--- config.mk ---
export PLATFORM = sky130hd
export DESIGN_NAME = piet_stack_command_unit_top
export DESIGN_NICKNAME = d
export VERILOG_FILES = /design/src/rtl/pscu_pkg.sv /design/src/rtl/piet_stack_command_unit_top.sv /design/src/rtl/pscu_ram.sv
export VERILOG_INCLUDE_DIRS = /design/src /design/src/rtl
export SDC_FILE = /design/constraint.sdc
export NUM_CORES = 2
export LEC_CHECK = 0
export BUFFER_PORTS_ARGS = -buffer_cell sky130_fd_sc_hd__buf_2
export CORE_MARGIN = 5
export CORE_UTILIZATION = 44
export CTS_CLUSTER_SIZE = 14
export DETAILED_ROUTE_END_ITERATION = 12
export MAX_ROUTING_LAYER = met4
export PLACE_DENSITY_LB_ADDON = 0.2
export SKIP_CTS_REPAIR_TIMING = 1
export SYNTH_ARGS = -nofsm -noshare
export SYNTH_HDL_FRONTEND = slang
export SYNTH_SLANG_ARGS = --single-unit
--- constraint.sdc ---
create_clock -name clk_i -period 15.8 [get_ports clk_i]
set_input_delay 1.58 -clock clk_i [delete_from_list [all_inputs] [get_ports clk_i]]
set_output_delay 1.58 -clock clk_i [all_outputs]
set_load 0.005 [all_outputs]
--- src/rtl/piet_stack_command_unit_top_assert.svh ---
// Assertion macros for the Piet stack command unit.
// Define ASSERT_OFF to compile the checks out.
`ifndef PIET_STACK_COMMAND_UNIT_TOP_ASSERT_SVH
`define PIET_STACK_COMMAND_UNIT_TOP_ASSERT_SVH
`ifndef ASSERT_OFF
// The property holds at every clock edge outside reset.
`define PSCU_ASSERT(lbl, prop, msg) \
  lbl: assert property (@(posedge clk_i) disable iff (!rst_ni) (prop)) else $error(msg);
// The condition never holds outside reset.
`define PSCU_NEVER(lbl, cond, msg) \
  lbl: assert property (@(posedge clk_i) disable iff (!rst_ni) !(cond)) else $error(msg);
`else
`define PSCU_ASSERT(lbl, prop, msg)
`define PSCU_NEVER(lbl, cond, msg)
`endif
`endif

--- src/rtl/pscu_pkg.sv ---
`timescale 1ns / 1ps
// ----------------------------------------------------------------------------
// Piet stack command unit package
// Beat types, command codes, result codes and colour decoding.
// ----------------------------------------------------------------------------
package pscu_pkg;

  typedef struct packed {
    logic [4:0]         prev_colour;
    logic [4:0]         new_colour;
    logic [20:0]        block_size;
    logic signed [31:0] in_value;
  } in_t;

  typedef struct packed {
    logic [1:0]         out_kind;
    logic signed [31:0] out_value;
    logic [1:0]         pointer_dir;
    logic               edge_choice;
    logic [6:0]         stack_count;
    logic [1:0]         fault;
  } out_t;

  typedef enum logic [4:0] {
    CMD_NONE     = 5'd0,
    CMD_PUSH     = 5'd1,
    CMD_POP      = 5'd2,
    CMD_ADD      = 5'd3,
    CMD_SUB      = 5'd4,
    CMD_MUL      = 5'd5,
    CMD_DIV      = 5'd6,
    CMD_MOD      = 5'd7,
    CMD_NOT      = 5'd8,
    CMD_GREATER  = 5'd9,
    CMD_POINTER  = 5'd10,
    CMD_SWITCH   = 5'd11,
    CMD_DUP      = 5'd12,
    CMD_ROLL     = 5'd13,
    CMD_IN_NUM   = 5'd14,
    CMD_IN_CHAR  = 5'd15,
    CMD_OUT_NUM  = 5'd16,
    CMD_OUT_CHAR = 5'd17
  } cmd_e;

  typedef enum logic [3:0] {
    ST_IDLE,
    ST_FETCH_A,
    ST_FETCH_B,
    ST_EXEC,
    ST_DIV,
    ST_DIV_END,
    ST_RV_CHECK,
    ST_SW_RD_LO,
    ST_SW_RD_HI,
    ST_SW_WR_LO,
    ST_SW_WR_HI,
    ST_DONE
  } st_e;

  localparam logic [1:0] KIND_NONE = 2'd0;
  localparam logic [1:0] KIND_NUM  = 2'd1;
  localparam logic [1:0] KIND_CHAR = 2'd2;

  localparam logic [1:0] FAULT_NONE = 2'd0;
  localparam logic [1:0] FAULT_DIV0 = 2'd1;
  localparam logic [1:0] FAULT_OVF  = 2'd2;

  // Colours above the palette decode as hue 0, lightness 0.
  function automatic logic [2:0] colour_hue(input logic [4:0] c);
    logic [2:0] h;
    case (c)
      5'd1, 5'd7, 5'd13:  h = 3'd1;
      5'd2, 5'd8, 5'd14:  h = 3'd2;
      5'd3, 5'd9, 5'd15:  h = 3'd3;
      5'd4, 5'd10, 5'd16: h = 3'd4;
      5'd5, 5'd11, 5'd17: h = 3'd5;
      default:            h = 3'd0;
    endcase
    return h;
  endfunction

  function automatic logic [1:0] colour_light(input logic [4:0] c);
    logic [1:0] l;
    if (c >= 5'd6 && c <= 5'd11) begin
      l = 2'd1;
    end else if (c >= 5'd12 && c <= 5'd17) begin
      l = 2'd2;
    end else begin
      l = 2'd0;
    end
    return l;
  endfunction

  function automatic cmd_e decode_cmd(input logic [4:0] prev_c, input logic [4:0] new_c);
    logic [2:0] oh;
    logic [2:0] nh;
    logic [1:0] ol;
    logic [1:0] nl;
    logic [2:0] dh;
    logic [1:0] dl;
    oh = colour_hue(prev_c);
    nh = colour_hue(new_c);
    ol = colour_light(prev_c);
    nl = colour_light(new_c);
    dh = (nh >= oh) ? (nh - oh) : (nh + 3'd6 - oh);
    dl = (nl >= ol) ? (nl - ol) : (nl + 2'd3 - ol);
    return cmd_e'(5'({2'b00, dh} * 5'd3) + 5'({3'b000, dl}));
  endfunction

endpackage

--- src/rtl/piet_stack_command_unit_top.sv ---
`timescale 1ns / 1ps
// ----------------------------------------------------------------------------
// Piet stack command unit
// Executes one colour transition of a Piet interpreter on a value stack.
// ----------------------------------------------------------------------------
// Each input beat is one colour transition and yields exactly one result beat.
// The stack lives in a single-port-read RAM; every command first fetches the
// top two entries, then executes. Divide and remainder run a one-bit-per-cycle
// divider. Roll takes the divider for count mod depth and then rotates the
// entries in place by three reversals, reading and writing back both entries
// of each swap with a range check per swap. A new item is taken once the
// previous one has been handed to the output register.
module piet_stack_command_unit_top #(
  parameter int STACK_DEPTH = 64
) (
  input  logic           clk_i,
  input  logic           rst_ni,
  input  logic           in_valid_i,
  output logic           in_stall_o,
  input  pscu_pkg::in_t  in_data_i,
  output logic           out_valid_o,
  input  logic           out_stall_i,
  output pscu_pkg::out_t out_data_o
);

  import pscu_pkg::*;

  `include "piet_stack_command_unit_top_assert.svh"

  localparam int AW   = $clog2(STACK_DEPTH);
  localparam int CNTW = $clog2(STACK_DEPTH + 1);
  localparam logic [CNTW-1:0] DEPTH_C = CNTW'(STACK_DEPTH);
  localparam logic [CNTW-1:0] ONE_C   = CNTW'(1);
  localparam logic [CNTW-1:0] TWO_C   = CNTW'(2);

  st_e             state_q, state_d;
  cmd_e            cmd_q, cmd_d;
  logic [CNTW-1:0] top_q, top_d;
  logic [1:0]      dir_q, dir_d;
  logic            edge_q, edge_d;
  logic [1:0]      kind_q, kind_d;
  logic [31:0]     oval_q, oval_d;
  logic [1:0]      fault_q, fault_d;
  logic [20:0]     bsize_q, bsize_d;
  logic [31:0]     inval_q, inval_d;
  logic [31:0]     a_q, a_d;
  logic [31:0]     b_q, b_d;
  logic            out_valid_q, out_valid_d;
  out_t            out_q, out_d;

  // Divider and roll bookkeeping.
  logic [31:0]     rem_q, rem_d;
  logic [31:0]     quo_q, quo_d;
  logic [31:0]     dvs_q, dvs_d;
  logic [4:0]      dcnt_q, dcnt_d;
  logic            roll_q, roll_d;
  logic [CNTW-1:0] base_q, base_d;
  logic [CNTW-1:0] len_q, len_d;
  logic [CNTW-1:0] k_q, k_d;
  logic [1:0]      phase_q, phase_d;
  logic [CNTW-1:0] lo_q, lo_d;
  logic [CNTW-1:0] hi_q, hi_d;
  logic [31:0]     swap_q, swap_d;

  logic            ram_we;
  logic [AW-1:0]   ram_waddr;
  logic [31:0]     ram_wdata;
  logic [AW-1:0]   ram_raddr;
  logic [31:0]     ram_rdata;

  logic [CNTW-1:0] top_m1, top_m2, hi_m1;
  logic [32:0]     rem_sh;
  logic [31:0]     quo_sh;
  logic            in_accept;
  logic            div_neg;
  logic [31:0]     q_signed, r_signed;
  logic [31:0]     mag_a, mag_b;
  logic [CNTW-1:0] roll_len;

  pscu_ram #(
    .WIDTH(32),
    .DEPTH(STACK_DEPTH)
  ) u_stack_ram (
    .clk_i  (clk_i),
    .we_i   (ram_we),
    .waddr_i(ram_waddr),
    .wdata_i(ram_wdata),
    .raddr_i(ram_raddr),
    .rdata_o(ram_rdata)
  );

  assign in_stall_o  = (state_q != ST_IDLE);
  assign in_accept   = in_valid_i && !in_stall_o;
  assign out_valid_o = out_valid_q;
  assign out_data_o  = out_q;

  assign top_m1   = top_q - ONE_C;
  assign top_m2   = top_q - TWO_C;
  assign hi_m1    = hi_q - ONE_C;
  assign rem_sh   = {rem_q, quo_q[31]};
  assign quo_sh   = {quo_q[30:0], 1'b0};
  assign mag_a    = a_q[31] ? (32'd0 - a_q) : a_q;
  assign mag_b    = b_q[31] ? (32'd0 - b_q) : b_q;
  assign div_neg  = a_q[31] ^ b_q[31];
  assign q_signed = div_neg ? (32'd0 - quo_q) : quo_q;
  assign r_signed = b_q[31] ? (32'd0 - rem_q) : rem_q;
  assign roll_len = b_q[CNTW-1:0];

  always_ff @(posedge clk_i or negedge rst_ni) begin
    if (!rst_ni) begin
      state_q     <= ST_IDLE;
      top_q       <= '0;
      dir_q       <= '0;
      edge_q      <= 1'b0;
      out_valid_q <= 1'b0;
    end else begin
      state_q     <= state_d;
      top_q       <= top_d;
      dir_q       <= dir_d;
      edge_q      <= edge_d;
      out_valid_q <= out_valid_d;
    end
  end

  always_ff @(posedge clk_i) begin
    cmd_q   <= cmd_d;
    kind_q  <= kind_d;
    oval_q  <= oval_d;
    fault_q <= fault_d;
    bsize_q <= bsize_d;
    inval_q <= inval_d;
    a_q     <= a_d;
    b_q     <= b_d;
    out_q   <= out_d;
    rem_q   <= rem_d;
    quo_q   <= quo_d;
    dvs_q   <= dvs_d;
    dcnt_q  <= dcnt_d;
    roll_q  <= roll_d;
    base_q  <= base_d;
    len_q   <= len_d;
    k_q     <= k_d;
    phase_q <= phase_d;
    lo_q    <= lo_d;
    hi_q    <= hi_d;
    swap_q  <= swap_d;
  end

  always_comb begin
    state_d     = state_q;
    cmd_d       = cmd_q;
    top_d       = top_q;
    dir_d       = dir_q;
    edge_d      = edge_q;
    kind_d      = kind_q;
    oval_d      = oval_q;
    fault_d     = fault_q;
    bsize_d     = bsize_q;
    inval_d     = inval_q;
    a_d         = a_q;
    b_d         = b_q;
    out_d       = out_q;
    out_valid_d = out_valid_q && out_stall_i;
    rem_d       = rem_q;
    quo_d       = quo_q;
    dvs_d       = dvs_q;
    dcnt_d      = dcnt_q;
    roll_d      = roll_q;
    base_d      = base_q;
    len_d       = len_q;
    k_d         = k_q;
    phase_d     = phase_q;
    lo_d        = lo_q;
    hi_d        = hi_q;
    swap_d      = swap_q;
    ram_we      = 1'b0;
    ram_waddr   = top_q[AW-1:0];
    ram_wdata   = 32'd0;
    ram_raddr   = top_m1[AW-1:0];

    case (state_q)
      ST_IDLE: begin
        if (in_accept) begin
          cmd_d   = decode_cmd(in_data_i.prev_colour, in_data_i.new_colour);
          bsize_d = in_data_i.block_size;
          inval_d = in_data_i.in_value;
          kind_d  = KIND_NONE;
          oval_d  = 32'd0;
          fault_d = FAULT_NONE;
          roll_d  = 1'b0;
          state_d = ST_FETCH_A;
        end
      end

      ST_FETCH_A: begin
        // Top entry arrives; the second one is requested now.
        a_d       = ram_rdata;
        ram_raddr = top_m2[AW-1:0];
        state_d   = ST_FETCH_B;
      end

      ST_FETCH_B: begin
        b_d     = ram_rdata;
        state_d = ST_EXEC;
      end

      ST_EXEC: begin
        state_d = ST_DONE;
        case (cmd_q)
          CMD_PUSH, CMD_IN_NUM, CMD_IN_CHAR: begin
            if (top_q >= DEPTH_C) begin
              fault_d = FAULT_OVF;
            end else begin
              ram_we    = 1'b1;
              ram_waddr = top_q[AW-1:0];
              ram_wdata = (cmd_q == CMD_PUSH) ? {11'd0, bsize_q} : inval_q;
              top_d     = top_q + ONE_C;
            end
          end
          CMD_POP: begin
            if (top_q >= ONE_C) begin
              top_d = top_m1;
            end
          end
          CMD_ADD, CMD_SUB, CMD_MUL, CMD_GREATER: begin
            if (top_q >= TWO_C) begin
              ram_we    = 1'b1;
              ram_waddr = top_m2[AW-1:0];
              case (cmd_q)
                CMD_ADD: ram_wdata = b_q + a_q;
                CMD_SUB: ram_wdata = b_q - a_q;
                CMD_MUL: ram_wdata = 32'(b_q * a_q);
                default: ram_wdata = {31'd0, $signed(b_q) > $signed(a_q)};
              endcase
              top_d = top_m1;
            end
          end
          CMD_DIV, CMD_MOD: begin
            if (top_q >= TWO_C) begin
              if (a_q == 32'd0) begin
                fault_d = FAULT_DIV0;
              end else begin
                rem_d   = 32'd0;
                quo_d   = mag_b;
                dvs_d   = mag_a;
                dcnt_d  = 5'd0;
                state_d = ST_DIV;
              end
            end
          end
          CMD_NOT: begin
            if (top_q >= ONE_C) begin
              ram_we    = 1'b1;
              ram_waddr = top_m1[AW-1:0];
              ram_wdata = {31'd0, a_q == 32'd0};
            end
          end
          CMD_POINTER: begin
            if (top_q >= ONE_C) begin
              top_d = top_m1;
              if (!a_q[31] && a_q != 32'd0) begin
                dir_d = dir_q + a_q[1:0];
              end
            end
          end
          CMD_SWITCH: begin
            if (top_q >= ONE_C) begin
              top_d = top_m1;
              if (!a_q[31] && a_q[0]) begin
                edge_d = ~edge_q;
              end
            end
          end
          CMD_DUP: begin
            if (top_q >= ONE_C) begin
              if (top_q >= DEPTH_C) begin
                fault_d = FAULT_OVF;
              end else begin
                ram_we    = 1'b1;
                ram_waddr = top_q[AW-1:0];
                ram_wdata = a_q;
                top_d     = top_q + ONE_C;
              end
            end
          end
          CMD_ROLL: begin
            // a holds the count, b the depth.
            if (top_q >= TWO_C && !($signed({b_q[31], b_q}) > $signed(33'(top_m2)))) begin
              top_d = top_m2;
              if (!b_q[31] && b_q != 32'd0 && !a_q[31] && a_q != 32'd0) begin
                roll_d  = 1'b1;
                len_d   = roll_len;
                base_d  = top_m2 - roll_len;
                rem_d   = 32'd0;
                quo_d   = a_q;
                dvs_d   = b_q;
                dcnt_d  = 5'd0;
                state_d = ST_DIV;
              end
            end
          end
          CMD_OUT_NUM, CMD_OUT_CHAR: begin
            if (top_q >= ONE_C) begin
              top_d  = top_m1;
              kind_d = (cmd_q == CMD_OUT_NUM) ? KIND_NUM : KIND_CHAR;
              oval_d = (cmd_q == CMD_OUT_NUM) ? a_q : {24'd0, a_q[7:0]};
            end
          end
          default: begin
          end
        endcase
      end

      ST_DIV: begin
        // Restoring division, one quotient bit per cycle.
        if (rem_sh >= {1'b0, dvs_q}) begin
          rem_d = 32'(rem_sh - {1'b0, dvs_q});
          quo_d = quo_sh | 32'd1;
        end else begin
          rem_d = rem_sh[31:0];
          quo_d = quo_sh;
        end
        dcnt_d = dcnt_q + 5'd1;
        if (dcnt_q == 5'd31) begin
          state_d = ST_DIV_END;
        end
      end

      ST_DIV_END: begin
        if (roll_q) begin
          k_d     = rem_q[CNTW-1:0];
          phase_d = 2'd0;
          lo_d    = base_q;
          hi_d    = base_q + len_q;
          state_d = ST_RV_CHECK;
        end else begin
          ram_we    = 1'b1;
          ram_waddr = top_m2[AW-1:0];
          ram_wdata = (cmd_q == CMD_DIV) ? q_signed : r_signed;
          top_d     = top_m1;
          state_d   = ST_DONE;
        end
      end

      ST_RV_CHECK: begin
        // hi is one past the last entry of the range being reversed.
        if (lo_q + ONE_C < hi_q) begin
          state_d = ST_SW_RD_LO;
        end else begin
          case (phase_q)
            2'd0: begin
              phase_d = 2'd1;
              lo_d    = base_q;
              hi_d    = base_q + k_q;
            end
            2'd1: begin
              phase_d = 2'd2;
              lo_d    = base_q + k_q;
              hi_d    = base_q + len_q;
            end
            default: begin
              state_d = ST_DONE;
            end
          endcase
        end
      end

      ST_SW_RD_LO: begin
        ram_raddr = lo_q[AW-1:0];
        state_d   = ST_SW_RD_HI;
      end

      ST_SW_RD_HI: begin
        swap_d    = ram_rdata;
        ram_raddr = hi_m1[AW-1:0];
        state_d   = ST_SW_WR_LO;
      end

      ST_SW_WR_LO: begin
        ram_we    = 1'b1;
        ram_waddr = lo_q[AW-1:0];
        ram_wdata = ram_rdata;
        state_d   = ST_SW_WR_HI;
      end

      ST_SW_WR_HI: begin
        ram_we    = 1'b1;
        ram_waddr = hi_m1[AW-1:0];
        ram_wdata = swap_q;
        lo_d      = lo_q + ONE_C;
        hi_d      = hi_m1;
        state_d   = ST_RV_CHECK;
      end

      ST_DONE: begin
        if (!out_valid_q || !out_stall_i) begin
          out_valid_d       = 1'b1;
          out_d.out_kind    = kind_q;
          out_d.out_value   = oval_q;
          out_d.pointer_dir = dir_q;
          out_d.edge_choice = edge_q;
          out_d.stack_count = 7'(top_q);
          out_d.fault       = fault_q;
          state_d           = ST_IDLE;
        end
      end

      default: begin
        state_d = ST_IDLE;
      end
    endcase
  end

  `PSCU_NEVER(a_top_bound, top_q > DEPTH_C, "stack count beyond depth")
  `PSCU_ASSERT(a_accept_fetch, in_accept |=> state_q == ST_FETCH_A, "accepted beat not fetched")
  `PSCU_ASSERT(a_div0_cmd, (state_q == ST_DONE && fault_q == FAULT_DIV0) |-> (cmd_q == CMD_DIV || cmd_q == CMD_MOD), "divide fault on non-divide command")
  `PSCU_ASSERT(a_swap_order, (state_q == ST_SW_RD_LO || state_q == ST_SW_WR_HI) |-> (lo_q + ONE_C < hi_q), "swap with crossed pointers")

endmodule

--- src/rtl/pscu_ram.sv ---
`timescale 1ns / 1ps
// ----------------------------------------------------------------------------
// Generic RAM
// One write port and one read port with registered read data.
// ----------------------------------------------------------------------------
module pscu_ram #(
  parameter int WIDTH = 32,
  parameter int DEPTH = 64
) (
  input  logic                     clk_i,
  input  logic                     we_i,
  input  logic [$clog2(DEPTH)-1:0] waddr_i,
  input  logic [WIDTH-1:0]         wdata_i,
  input  logic [$clog2(DEPTH)-1:0] raddr_i,
  output logic [WIDTH-1:0]         rdata_o
);

  logic [WIDTH-1:0] mem [DEPTH];

  always_ff @(posedge clk_i) begin
    if (we_i) begin
      mem[waddr_i] <= wdata_i;
    end
    rdata_o <= mem[raddr_i];
  end

endmodule

==> metrics <==
drt drc 0; RSZ-0062 raised after global routing no; WL final around 420000 µm; most area-consuming cells after synthesis edfxtp_1, nand2_1, fa_1; num ports 115; CTS tree built; Synth top area share 0.587; Area growth syn-to-layout 11.6%; CORE AREA 280000 µm²; IO Port Bufs 114; most common cell in the netlist nand2_1; H-tree levels 5; initial drt markers roughly 11000; GRT Total Usage 0.290; Syn Inst Count between 10000 and 15000; async set-reset flop share out of synthesis 0.00607; FILL cells 24500; max-slew violations 0; crit start category flop; Synth top cells by count nand2_1, edfxtp_1, clkbuf_1, nand3_1, inv_1; Clock Latency Late Sink 0.91 ns; Worst Setup End Kind flop; worst slew pin tran 1.48 ns; CP Data Required Time approximately 16 ns; status complete, but fails checks; fmax approximately 100 MHz; initial antenna violation count 29; DIE HEIGHT about 540 µm; HPWL after detailed placement 262000 µm; Worst slew margin 0.00990; Placer Congestion between 1 and 1.5; CP Max Fanout 64; Num CTS Buffers 272; Post-Synthesis Mean Instance Area about 12 µm²; failing checks max-capacitance violations; drt pass-1 iters 9; WS Path Type flop to flop; drt wl/cell ~29 µm; biggest area consumer among synthesized cells edfxtp_1; share of cells above drive strength 1 0.0852; starting density of the core 0.443; first-pass GRT wire length roughly 610000 µm; ys flop type edfxtp_1; Syn Std Cell Area ~120000 µm²; Max Cap Viol 1; crit share post-route 0.603; Netlist cell types 94; total gr overflow 0; register area roughly 74000 µm²; vias per cell between 6 and 7; DRT antenna net count 0; min Tclk post-route between 9 and 10 ns; Reg clk slew, reported paths approximately 0.08 ns; setup TNS 0 ns; syn nets about 12000; skew final 0.0637 ns; Nets roughly 11000; sequential element share of the synthesized area 0.596; largest net degree at the start of global routing about 170; Via Count between 80000 and 90000; Synthesis Warnings 0; number of global-route vias before repair about 85000; Multi-input gate area around 46000 µm²; clk sink count 2470; Hold WC Path Type flop to flop; synthesized flop and latch total between 2000 and 2500; Die ar. 292000 µm²; CTS root buf clkbuf_16; setup violators final 0; Post-synth EDFFs 2423; WP data arrival between 10 and 15 ns; # rows between 150 and 200; chip width about 540 µm; Fin. Hold Viols 0; Max Root-Sink Buffers 4
## layer usage
| layer | part of all wire | track usage | routed length, µm | up-vias |
|---|---|---|---|---|
| met5 | 0 | - | 0 | - |
| met4 | 0.048 | 0.119 | 20500 | 0 |
| met3 | 0.093 | 0.0525 | 39500 | 930 |
| met2 | 0.46 | 0.445 | 194000 | 4510 |
| met1 | 0.40 | 0.385 | 170000 | 44900 |
| li1 | - | - | - | 38500 |
## kinds of logic after synthesis
kind of cell               after synthesis  synth area share
buffers and inverters                 1263            0.0387
xor gates and xnor gates               277            0.0196
DFF                                   2470             0.596
AOI/OAI and AO/OA                     1651            0.0935
adders and majority gates              706            0.0967
muxes                                   41           0.00346
and+or+nand+nor                       4321             0.152
## layout by cell type (no fill, tap or decap), types with 275 or more instances in the layout
cell type,n
fa_1,418
a311oi_1,387
ha_1,288
clkbuf_16,277
inv_1,544
and3_1,275
edfxtp_1,2423
nand3_1,579
nand2_1,2499
a21oi_1,352
nor2_1,417
## final cells by class
cell class | instances | share of cell area
flip-flops and latches | 2470 | 0.534
inverters | 569 | 0.0155
clock buffers | 350 | 0.0526
clock inverters | 136 | 0.00903
multi-input cells | 6996 | 0.335
repair buffers | 392 | 0.0200
well taps | 3724 | 0.0337
diodes | 19 | 0.000344
## final timing paths
path / start / endpoint / slack [ns] / cells past startpoint
setup / recovery: a_q[3]$_DFFE_PN_ / u_stack_ram.mem[47][31]$_DFFE_PP_ / 6.27 / 25
hold / removal: oval_q[13]$_SDFFCE_PN0P_ / out_data_o[25]$_DFFE_PP_ / 0.40 / 0
setup reg to reg: a_q[3]$_DFFE_PN_ / u_stack_ram.mem[47][31]$_DFFE_PP_ / 6.27 / 25
hold reg to reg: oval_q[13]$_SDFFCE_PN0P_ / out_data_o[25]$_DFFE_PP_ / 0.40 / 0
max in group asynchronous: rst_ni / top_q[0]$_DFFE_PN0P_ / 14.88 / 1
min in group asynchronous: rst_ni / out_valid_o$_DFF_PN0_ / 0.60 / 1
## state kept, by name, indices dropped and copies added, names as in the netlist, 21 cells and up
| name | count |
|---|---|
| oval_q | 32 |
| rem_q | 32 |
| swap_q | 32 |
| a_q | 32 |
| u_stack_ram.rdata_o | 32 |
| bsize_q | 21 |
| u_stack_ram.mem | 2048 |
| quo_q | 32 |
| dvs_q | 32 |
| b_q | 32 |
| out_data_o | 46 |
| inval_q | 32 |
## critical path: stages (launching register included)
cell and delay, ns:
edfxtp_1 0.33, buf_4 0.45, clkinv_1 0.44, nor2_1 0.26, fa_1 0.45, inv_1 0.08
fa_1 0.43, fa_1 0.52, fa_1 0.56, inv_1 0.04, ha_1 0.26, ha_1 0.29
fa_1 0.50, fa_1 0.42, ha_1 0.37, a21oi_1 0.20, nor2b_1 0.07, o21a_1 0.19
o41a_1 0.43, o2111ai_1 0.71, o21ai_0 0.24, o21ai_0 0.43, xnor2_1 0.30, o311a_1 0.40
o2111ai_4 0.18, buf_4 0.54
## metrics by stage
stage | util | hold slack (ns) | std cells | area [µm²] | setup WS [ns]
3_5_place_dp | 0.463 | 0.405 | 14200 | 130000 | 6.60
6_report | 0.494 | 0.403 | 14700 | 138000 | 6.27
5_1_grt | 0.494 | 0.425 | 14600 | 138000 | 6.07
4_1_cts | 0.494 | 0.410 | 14600 | 138000 | 6.59
3_3_place_gp | 0.463 | 0.403 | 14200 | 130000 | 6.76
2_1_floorplan | - | 0.400 | 10700 | 124000 | 6.54
Power is left out: the tool's default activity adds up to more than one toggle a clock period on the data nets, which glitch-free logic cannot reach.
